[src/rtl/mxt_pkg.sv]
`default_nettype none

package mxt_pkg;

  localparam int unsigned MAX_PREFIXES = 1024;
  localparam int unsigned KEY_BITS     = 32;
  localparam int unsigned VALUE_W      = 32;

  // Root is node 0; the store holds KEY_BITS nodes for each of MAX_PREFIXES prefix paths.
  localparam int unsigned NODE_COUNT = MAX_PREFIXES * KEY_BITS + 1;
  localparam int unsigned LINK_W     = $clog2(NODE_COUNT);
  localparam int unsigned FREE_W     = $clog2(NODE_COUNT + 1);
  localparam int unsigned SUM_W      = FREE_W + 1;
  localparam int unsigned LVL_W      = (KEY_BITS > 1) ? $clog2(KEY_BITS) : 1;
  localparam int unsigned CNT_W      = $clog2(KEY_BITS + 1);

  typedef logic [LINK_W-1:0]         link_t;
  typedef logic [1:0][LINK_W-1:0]    node_t;
  typedef logic [KEY_BITS-1:0]       key_t;

  // Result of one walk: query answer plus the point where the key leaves the trie.
  typedef struct packed {
    logic             done;
    key_t             acc;
    logic             found;
    logic [LVL_W-1:0] level;
    link_t            node;
    node_t            links;
    logic             dir_bit;
    key_t             tail;
  } walk_stat_t;

endpackage

`default_nettype wire

[src/rtl/mxt_walk.sv]
`default_nettype none

module mxt_walk
  import mxt_pkg::*;
(
  input  logic       clk_i,
  input  logic       rst_ni,
  input  logic       start_i,
  input  key_t       key_i,
  input  node_t      root_i,
  input  node_t      rd_a_i,
  input  node_t      rd_b_i,
  output link_t      addr_a_o,
  output link_t      addr_b_o,
  output walk_stat_t stat_o
);

  key_t             key_q, key_d;
  logic [LVL_W-1:0] lvl_q, lvl_d;
  logic             active_q, active_d;
  logic             done_q, done_d;
  logic             q_stop_q, q_stop_d;
  key_t             acc_q, acc_d;
  link_t            i_cur_q, i_cur_d;
  logic             found_q, found_d;
  logic [LVL_W-1:0] level_q, level_d;
  link_t            node_q, node_d;
  node_t            links_q, links_d;
  logic             dir_q, dir_d;
  key_t             tail_q, tail_d;

  logic  cur_bit;
  logic  at_top;
  node_t q_node;
  node_t i_node;
  link_t q_alt;
  link_t q_same;
  link_t i_next;
  logic  q_hit;

  always_comb begin
    cur_bit = key_q[KEY_BITS-1];
    at_top  = (lvl_q == LVL_W'(KEY_BITS - 1));
    // Top level reads the root links; below it the registered RAM data.
    q_node  = at_top ? root_i : rd_a_i;
    i_node  = at_top ? root_i : rd_b_i;
    q_alt   = q_node[~cur_bit];
    q_same  = q_node[cur_bit];
    q_hit   = !q_stop_q && (q_alt != '0);
    i_next  = i_node[cur_bit];

    addr_a_o = (q_alt != '0) ? q_alt : q_same;
    addr_b_o = i_next;

    key_d    = key_q;
    lvl_d    = lvl_q;
    active_d = active_q;
    done_d   = 1'b0;
    q_stop_d = q_stop_q;
    acc_d    = acc_q;
    i_cur_d  = i_cur_q;
    found_d  = found_q;
    level_d  = level_q;
    node_d   = node_q;
    links_d  = links_q;
    dir_d    = dir_q;
    tail_d   = tail_q;

    if (start_i) begin
      key_d    = key_i;
      lvl_d    = LVL_W'(KEY_BITS - 1);
      active_d = 1'b1;
      q_stop_d = 1'b0;
      acc_d    = '0;
      i_cur_d  = '0;
      found_d  = 1'b0;
    end else if (active_q) begin
      key_d = key_q << 1;
      acc_d = (acc_q << 1) | KEY_BITS'(q_hit);
      // stop the query where neither child exists
      if (!q_stop_q && (q_alt == '0) && (q_same == '0)) begin
        q_stop_d = 1'b1;
      end
      if (!found_q) begin
        if (i_next == '0) begin
          found_d = 1'b1;
          level_d = lvl_q;
          node_d  = i_cur_q;
          links_d = i_node;
          dir_d   = cur_bit;
          tail_d  = key_q << 1;
        end else begin
          i_cur_d = i_next;
        end
      end
      if (lvl_q == '0) begin
        active_d = 1'b0;
        done_d   = 1'b1;
      end else begin
        lvl_d = lvl_q - 1'b1;
      end
    end
  end

  always_ff @(posedge clk_i or negedge rst_ni) begin
    if (!rst_ni) begin
      active_q <= 1'b0;
      done_q   <= 1'b0;
      found_q  <= 1'b0;
      q_stop_q <= 1'b0;
    end else begin
      active_q <= active_d;
      done_q   <= done_d;
      found_q  <= found_d;
      q_stop_q <= q_stop_d;
    end
  end

  always_ff @(posedge clk_i) begin
    key_q   <= key_d;
    lvl_q   <= lvl_d;
    acc_q   <= acc_d;
    i_cur_q <= i_cur_d;
    level_q <= level_d;
    node_q  <= node_d;
    links_q <= links_d;
    dir_q   <= dir_d;
    tail_q  <= tail_d;
  end

  always_comb begin
    stat_o.done    = done_q;
    stat_o.acc     = acc_q;
    stat_o.found   = found_q;
    stat_o.level   = level_q;
    stat_o.node    = node_q;
    stat_o.links   = links_q;
    stat_o.dir_bit = dir_q;
    stat_o.tail    = tail_q;
  end

endmodule

`default_nettype wire

[config.mk]
export PLATFORM = sky130hd
export DESIGN_NAME = mxt_walk
export DESIGN_NICKNAME = d
export VERILOG_FILES = /design/src/rtl/mxt_pkg.sv /design/src/rtl/mxt_walk.sv
export SDC_FILE = /design/constraint.sdc
export NUM_CORES = 1
export LEC_CHECK = 0
export ABC_AREA = 1
export BUFFER_PORTS_ARGS = -buffer_cell sky130_fd_sc_hd__buf_2
export CAP_MARGIN = 5
export CORE_ASPECT_RATIO = 0.75
export CORE_MARGIN = 5
export CORE_UTILIZATION = 45
export DETAILED_ROUTE_END_ITERATION = 6
export PLACE_DENSITY_LB_ADDON = 0.3
export SLEW_MARGIN = 20
export SYNTH_ARGS = -nofsm -noshare
export SYNTH_HDL_FRONTEND = slang
export SYNTH_SLANG_ARGS = --single-unit
[constraint.sdc]
create_clock -name clk_i -period 8.08 [get_ports clk_i]
set_input_delay 1.212 -clock clk_i [delete_from_list [all_inputs] [get_ports clk_i]]
set_output_delay 1.212 -clock clk_i [all_outputs]
set_load 0.005 [all_outputs]
Yosys cells after proc, flatten, opt, wreduce, memory -nomap -nowiden --
Cells that the tools add are included.
Storage, ports and cells: bits in registers 174, input bits 131, output and inout port bits 152, word-level logic and storage cells 63
Operators by class: add/subtract/negate cells 1, magnitude comparators 2, eq/ne operators 1, multiplexer cells 24, bitwise gates (word level) 6, reductions and logical operators 15
Operators with widths (count):
- 32-bit two-way mux | 4
- 16-bit two-way mux | 7
- 16-bit zero test | 3
- 32-bit by 1-bit OR with 32-bit output | 1
- 16-bit nonzero test | 1
- 1-bit two-way mux | 13
- 5-bit == test, second input constant | 1
- 5-bit zero test | 1
- 1-bit inverter | 5
- 5-bit by 1-bit subtractor with 5-bit output, second input constant | 1
- 1-bit by 2-bit < comparator with 1-bit output, second input constant | 2
- 2-bit AND reduction | 2
- 4-bit AND reduction | 1
- 2-bit nonzero test | 2
- 1-bit logical AND | 3
- 3-bit AND reduction | 1
- 1-bit zero test | 1

Depth between registers and ports, before layout --
Gate-level depths: netlist (run 1).
word-level depth 10, gate-level depth with buffers 17, depth with buffers taken out 15

Least setup slack after synthesis (run 1) --
Ideal clock, no wire load.
path type input to register, start point input port root_i[29] (netlist name), end point register dir_q, enable pin, arrival time 7.724 ns, setup slack -0.276 ns, cell stages on the path 10, path buffers 1, cell sequence nand2_1 > nand3_1 > nand2_2 > nand2_1 > nor2_2 > nand2_2 > inv_2 > nand2_4 > buf_6 > nor3_1
On the way: cells in the longest elaborated chain, start to end 5
RTL lines:
- start, declared | line mxt_walk.sv:10 | input node_t root_i,
- 32-bit two-way mux | line mxt_walk.sv:46 | i_node = at_top ? root_i : rd_b_i;
- 16-bit two-way mux (not written as such) (2 in a row) | line mxt_walk.sv:50 | i_next = i_node[cur_bit];
- 16-bit zero test | line mxt_walk.sv:85 | if (i_next == '0) begin
- 4-bit AND reduction (no source line)
- end signal, assigned | line mxt_walk.sv:127 | dir_q <= dir_d;
- end, declared | line mxt_walk.sv:29 | logic dir_q, dir_d;
Every way passes these cells. The select of a mux whose other input is x is not followed. A chain may end at the register's enable or synchronous reset.

Worst setup path after layout (run 1) --
start point register lvl_q[1], end point output port addr_a_o[1]
On the way: cells in the longest elaborated chain, start to end 6, elaborated cells between the ends (all ways) 8, classes of those cells eq/ne (1); mux (6); reduce/logical (1)
RTL lines:
- start, declared | line mxt_walk.sv:19 | logic [LVL_W-1:0] lvl_q, lvl_d;
- start signal, assigned | line mxt_walk.sv:121 | lvl_q <= lvl_d;
- 5-bit == test * | line mxt_walk.sv:43 | at_top = (lvl_q == LVL_W'(KEY_BITS - 1));
- 32-bit two-way mux * | line mxt_walk.sv:45 | q_node = at_top ? root_i : rd_a_i;
- 16-bit two-way mux (not written as such) (2 in a row) | line mxt_walk.sv:47 | q_alt = q_node[~cur_bit];
- 16-bit nonzero test | line mxt_walk.sv:52 | addr_a_o = (q_alt != '0) ? q_alt : q_same;
- 16-bit two-way mux * | line mxt_walk.sv:52
- end, declared | line mxt_walk.sv:13 | output link_t addr_a_o,
Mark *: on every way between the ends. The rest lies on a longest branch, timed or not. The select of a mux whose other input is x is not followed.

==> results of run 1 <==
[cell usage in the layout, fill, tap and decap left out, drive strengths merged]
cell type	n
a21oi	5
dfxtp	53
clkinv	7
mux2i	1
o22ai	31
o21ai	33
nor3	1
nor2	60
nor4	1
nand3b	1
inv	78
buf	286
nand2	324
edfxtp	117
conb	1
ha	3
clkbuf	17
nand3	101
dfrtp	4
[worst max path at each step]
stage,start,to,slack [ns],depth (start not counted)
floorplan,root_i[29],dir_q,2.36,10
global placement,lvl_q[1],addr_a_o[13],4.10,12
detailed placement,lvl_q[1],addr_a_o[1],4.02,12
CTS,lvl_q[1],addr_a_o[1],3.53,12
global route,lvl_q[1],addr_a_o[1],3.28,12
finish,lvl_q[1],addr_a_o[1],3.53,12
[critical path, cell delays in order, from the launching register on]
cell,delay [ns]
dfxtp_1,0.40
ha_1,0.17
nand2_1,0.14
nor2_8,0.64
o21ai_1,0.17
mux2i_1,0.32
nand2_1,0.09
nor2_1,0.12
nand2_1,0.09
nor2_4,0.14
inv_2,0.19
o21ai_0,0.24
buf_2,0.15
[registers in the layout (all words and copies together), names as in the netlist, 5 cells and up]
name     flops
tail_q      31
stat_o      32
lvl_q        5
level_q      5
acc_q       32
i_cur_q     16
key_q       32
node_q      16
[through the flow]
step | util | hold slack [ns] | area (sq um) | power, mW
after CTS | 0.574 | 0.437 | 10100 | 2.20
after global placement | 0.539 | 0.416 | 9470 | 1.37
after detailed placement | 0.539 | 0.420 | 9470 | 1.37
final | 0.574 | 0.433 | 10100 | 2.18
after floorplan | - | 0.409 | 8010 | 1.25
after global routing | 0.574 | 0.445 | 10100 | 2.29
[kinds of logic (layout without fill, tap and decap cells)]
kind of cell	count (synthesis)	count (layout)	synth area share
adders and majority gates	3	3	0.00469
other	1	1	0.000469
DFF	174	174	0.584
buffers and inverters	112	388	0.0697
AOI/OAI and AO/OA	69	69	0.0536
muxes	1	1	0.00125
and+or+nand+nor	488	488	0.286
[power breakdown]
part	switching, mW	internal, mW
Sequential	0.0163	0.985
Clock	0.403	0.423
Combinational	0.233	0.122
[metal layers]
| metal | vias to the layer above | wire length (um) |
|---|---|---|
| li1 | 3319 | - |
| met1 | 3138 | 10100 |
| met2 | 291 | 10600 |
| met3 | 29 | 2070 |
| met4 | 2 | 287 |
| met5 | - | 13 |
[layout make-up]
cell class,instances,area share
clock buffers,17,0.0422
clock inverters,15,0.0178
inverters,70,0.0261
multi-input cells,562,0.276
flip-flops and latches,174,0.464
well taps,242,0.0301
repair buffers,286,0.143
==> results.toml, run 1 <==
[sta]
fin_crit_ns = 4.55
setup_ws_ns = 3.53
min_period_over_period = 0.563
rsz0062_at_grt = "false"
setup_tns_ns = 0
drv_slew = 0
max_slew_margin = 0.367
hold_viol = 0
tightest_slew_ns = 0.948
skew_ns = 0.0204
setup_viol = 0
fmax_mhz = 220

[worst_setup_path]
required_ns = 6.87
rrSetupSlack_ns = 4.51
worst_r2r_path_depth = 14
cp-start-kind = "flop"
crit_type = "flop to primary output"
end_kind = "primary output"
worst_ep_arrival_time_ns = 3.34
reg2reg_to = "stat_o[54]"
reg2reg_from = "lvl_q[1]"
cp_max_fo = 34

[hold_path]
hold_depth = 0
hp-class = "flop to flop"
worstHoldEndpoint = "node_q[10]"
worstHoldStart = "i_cur_q[10]"

[yosys]
yosys.cell_types.count = 32
netlist.area_leader.share = 0.439
synthFlopType = "edfxtp_1"
avgSynthCellArea_sq_um = 9.44
synthTopCellsByArea = "edfxtp_1 44%, dfxtp_1 13%, nand2_1 13%, nand3_1 5.8%, nand2_2 3.0%"
synth_edf_count = 117
ys_warn_count = 0
synth.ff_latch_count = 174
synth_area_leader_cell = "edfxtp_1"
async_flop_share = 0.0230
syn_inst = 848
synth.most_common_cell = "nand2_1"
ys_seq_area_frac = 0.584
synth_common_cells = "275 x nand2_1, 117 x edfxtp_1, 92 x nand3_1"
synth_nets = 982
netlist_area_sq_um = 8000

[drt]
dr.pass1.iters = 5
drtIter0Drc = 471
ant_nets = 0
wirelength_um = 23000
vias_per_cell = 4.96
wl_per_cell_um = 16.9
via_count = 6779
drc = 0

[clock_network]
cts_root_buf = "clkbuf_16"
cts-buffers-inserted = 17
ctsLongestPathBuffers = 2
insertion_delay_ns = 0.43
cts_resized = 0
numClockSinks = 174
hold_buffers = 0
clk_pin_slew_worst_paths_ns = 0.07
postCtsSetupBuffers = 0
cts_tree = "yes"
htreeDepth = 4

[global_route]
grtUsageMet3 = 0.0678
grt_overflow = 0
busiest_layer = "met2"
met1_usage = 0.312
grt_pass1_wl_um = 35200
met2_usage = 0.339
grt_util_all_layers = 0.222
grt_max_degree = 63
antenna_found_initial = 1
grt_pass1_vias = 6484

[cells_and_area]
nets = 1245
layout.cells.non_filler = 1366
drive_gt1_frac = 0.370
ff_latch_area_sq_um = 4670
insertedDiodeCount = 0
fill_cells = 1619
area_growth_pct = 25.9
multi_input_comb_area_sq_um = 2790

[floorplan]
core_sq_um = 17600
die_height_um = 125
dieWidth_um = 164
core.rowCount = 42
initial_utilization = 0.456
io_pins = 283
dieArea_sq_um = 20600

[job]
max_cap_violations = 0

[power_and_ir_drop]
irDropWorstVdd_uv = 116
leakagePower_nw = 4.83
cellPowerDensity_nw_per_um2 = 217

[placed_design]
pre_cts_slack_ns = 4.02
place.gp.congestion = 0.919
dp_hpwl_um = 16900
io_buffers = 281
dp_cells = 1334

[run_status]
status = "finished clean"
No activity file was read; power rests on OpenSTA's default activity.
==> inputs of run 2 (changes only) <==
- CORE_UTILIZATION: 45 -> 50
- clock period: 8.08 -> 4.3 ns (I/O delays scaled with it)
==> run 2 against run 1 <==
Against the previous run: power grew 89%; utilization grew 6.0 points; cell count shrank 2.0%; non-clock buffer count grew 4.
==> results.toml, run 2 (synthesized netlist as in run 1, its figures left out) <==
[drt]
via_count = 6897
ant_nets = 0
drtIter0Drc = 569
vias_per_cell = 5.15
drc = 0
dr.pass1.iters = 5
wl_per_cell_um = 17.2
wirelength_um = 23100

[floorplan]
die_height_um = 120
initial_utilization = 0.504
io_pins = 283
dieWidth_um = 156
core_sq_um = 15900
dieArea_sq_um = 18700
core.rowCount = 40

[global_route]
grt_pass1_vias = 6693
busiest_layer = "met2"
met2_usage = 0.386
antenna_found_initial = 1
grt_max_degree = 63
met1_usage = 0.333
grtUsageMet3 = 0.0584
grt_pass1_wl_um = 35200
grt_overflow = 0
grt_util_all_layers = 0.244

[cells_and_area]
nets = 1249
insertedDiodeCount = 0
final_common_cell = "buf_2"
layout_common_cells = "281 x buf_2, 274 x nand2_1, 117 x edfxtp_1"
area_growth_pct = 25.7
drive_gt1_frac = 0.371
layout.cells.non_filler = 1338
multi_input_comb_area_sq_um = 2780
ff_latch_area_sq_um = 4670
fill_cells = 1358

[clock_network]
cts_resized = 0
insertion_delay_ns = 0.43
hold_buffers = 0
cts_root_buf = "clkbuf_16"
numClockSinks = 174
clk_pin_slew_worst_paths_ns = 0.07
htreeDepth = 4
cts_tree = "yes"
cts-buffers-inserted = 17
ctsLongestPathBuffers = 2
postCtsSetupBuffers = 0

[power_and_ir_drop]
irDropWorstVdd_uv = 314
power.total_mw = 4.13
leakagePower_nw = 4.84
cellPowerDensity_nw_per_um2 = 410

[worst_setup_path]
critPathSlowestCell = "nor2_8"
rrSetupSlack_ns = 0.83
worst_r2r_path_depth = 14
cp_max_fo = 29
crit_path_frequent_cell = "nand2_1"
cp-start-kind = "flop"
worst_ep_arrival_time_ns = 3.22
crit_type = "flop to primary output"
reg2reg_from = "lvl_q[0]"
required_ns = 3.65
end_kind = "primary output"
max_stage_delay_ns = 0.56
crit_chain = "ha_1, nand2_1, nor2_8, buf_4, nand2_2, nand3_1, o21ai_2, nand2_1, nor2_1, nand2_1, nor2_4, inv_2, o21ai_0, buf_2"
reg2reg_to = "stat_o[48]"

[hold_path]
hp-class = "primary input to async pin"

[sta]
fin_crit_ns = 3.87
min_period_over_period = 0.899
hold_viol = 0
setup_viol = 0
rsz0062_at_grt = "false"
setup_tns_ns = 0
skew_ns = 0.0108
max_slew_margin = 0.318
fmax_mhz = 259
drv_slew = 0
tightest_slew_ns = 1.02

[placed_design]
dp_hpwl_um = 16900
place.gp.congestion = 0.876
io_buffers = 281
dp_cells = 1306

[run_status]
status = "finished clean"

[job]
max_cap_violations = 0
run 2: cell count changes in the layout (fill, tap and decap cells not counted), moves of 2 or more:
cell and change:
bufinv_16 +2, inv_12 -2, inv_8 -2, buf_4 +4
clkinv_4 -3, inv_6 +3, clkinvlp_4 +2, clkinv_8 -2
run 2: through the flow:
stage / hold WS (ns) / setup WS (ns) / util / cell area [sq um]
2_1_floorplan: 0.349 / 0.163 / - / 8010
3_3_place_gp: 0.417 / 0.975 / 0.596 / 9460
3_5_place_dp: 0.425 / 0.893 / 0.596 / 9460
4_1_cts: 0.0152 / 0.460 / 0.634 / 10100
5_1_grt: 0.0230 / 0.267 / 0.634 / 10100
6_report: 0.0276 / 0.432 / 0.634 / 10100
run 2: worst max-delay path: cells and delay by family, from the launching register on:
family                     cells  cell delay [ns]
buffers and inverters          3             0.74
adders and majority gates      1             0.17
DFF                            1             0.41
and+or+nand+nor                8             1.20
AOI/OAI and AO/OA              2             0.26
run 2: area by class of cell:
type / count / share of cell area
sequential: 174 / 0.465
multi-input combinational: 562 / 0.277
clock buffer: 17 / 0.0423
clock inverter: 15 / 0.0174
timing repair buffer: 290 / 0.147
tap: 210 / 0.0261
inverter: 70 / 0.0261
run 2: how the worst max path moves through the flow:
stage	start	endpoint	cells past startpoint
2_1_floorplan	lvl_q[0]	dir_q	15
3_3_place_gp	lvl_q[0]	addr_a_o[3]	14
3_5_place_dp	lvl_q[0]	stat_o[49]	14
4_1_cts	lvl_q[0]	addr_a_o[3]	14
5_1_grt	lvl_q[0]	addr_a_o[2]	14
6_report	lvl_q[0]	addr_a_o[4]	14
run 2: report_power, final:
part | switching [mW] | internal, mW | total (mW)
clock | 0.695 | 0.877 | 1.57
sequential | 0.0320 | 1.85 | 1.88
combinational | 0.440 | 0.232 | 0.672
run 2: per-layer routing:
metal,up-vias,share of wire
met2,318,0.47
met3,34,0.086
met5,-,0.00056
li1,3341,-
met4,2,0.020
met1,3202,0.43
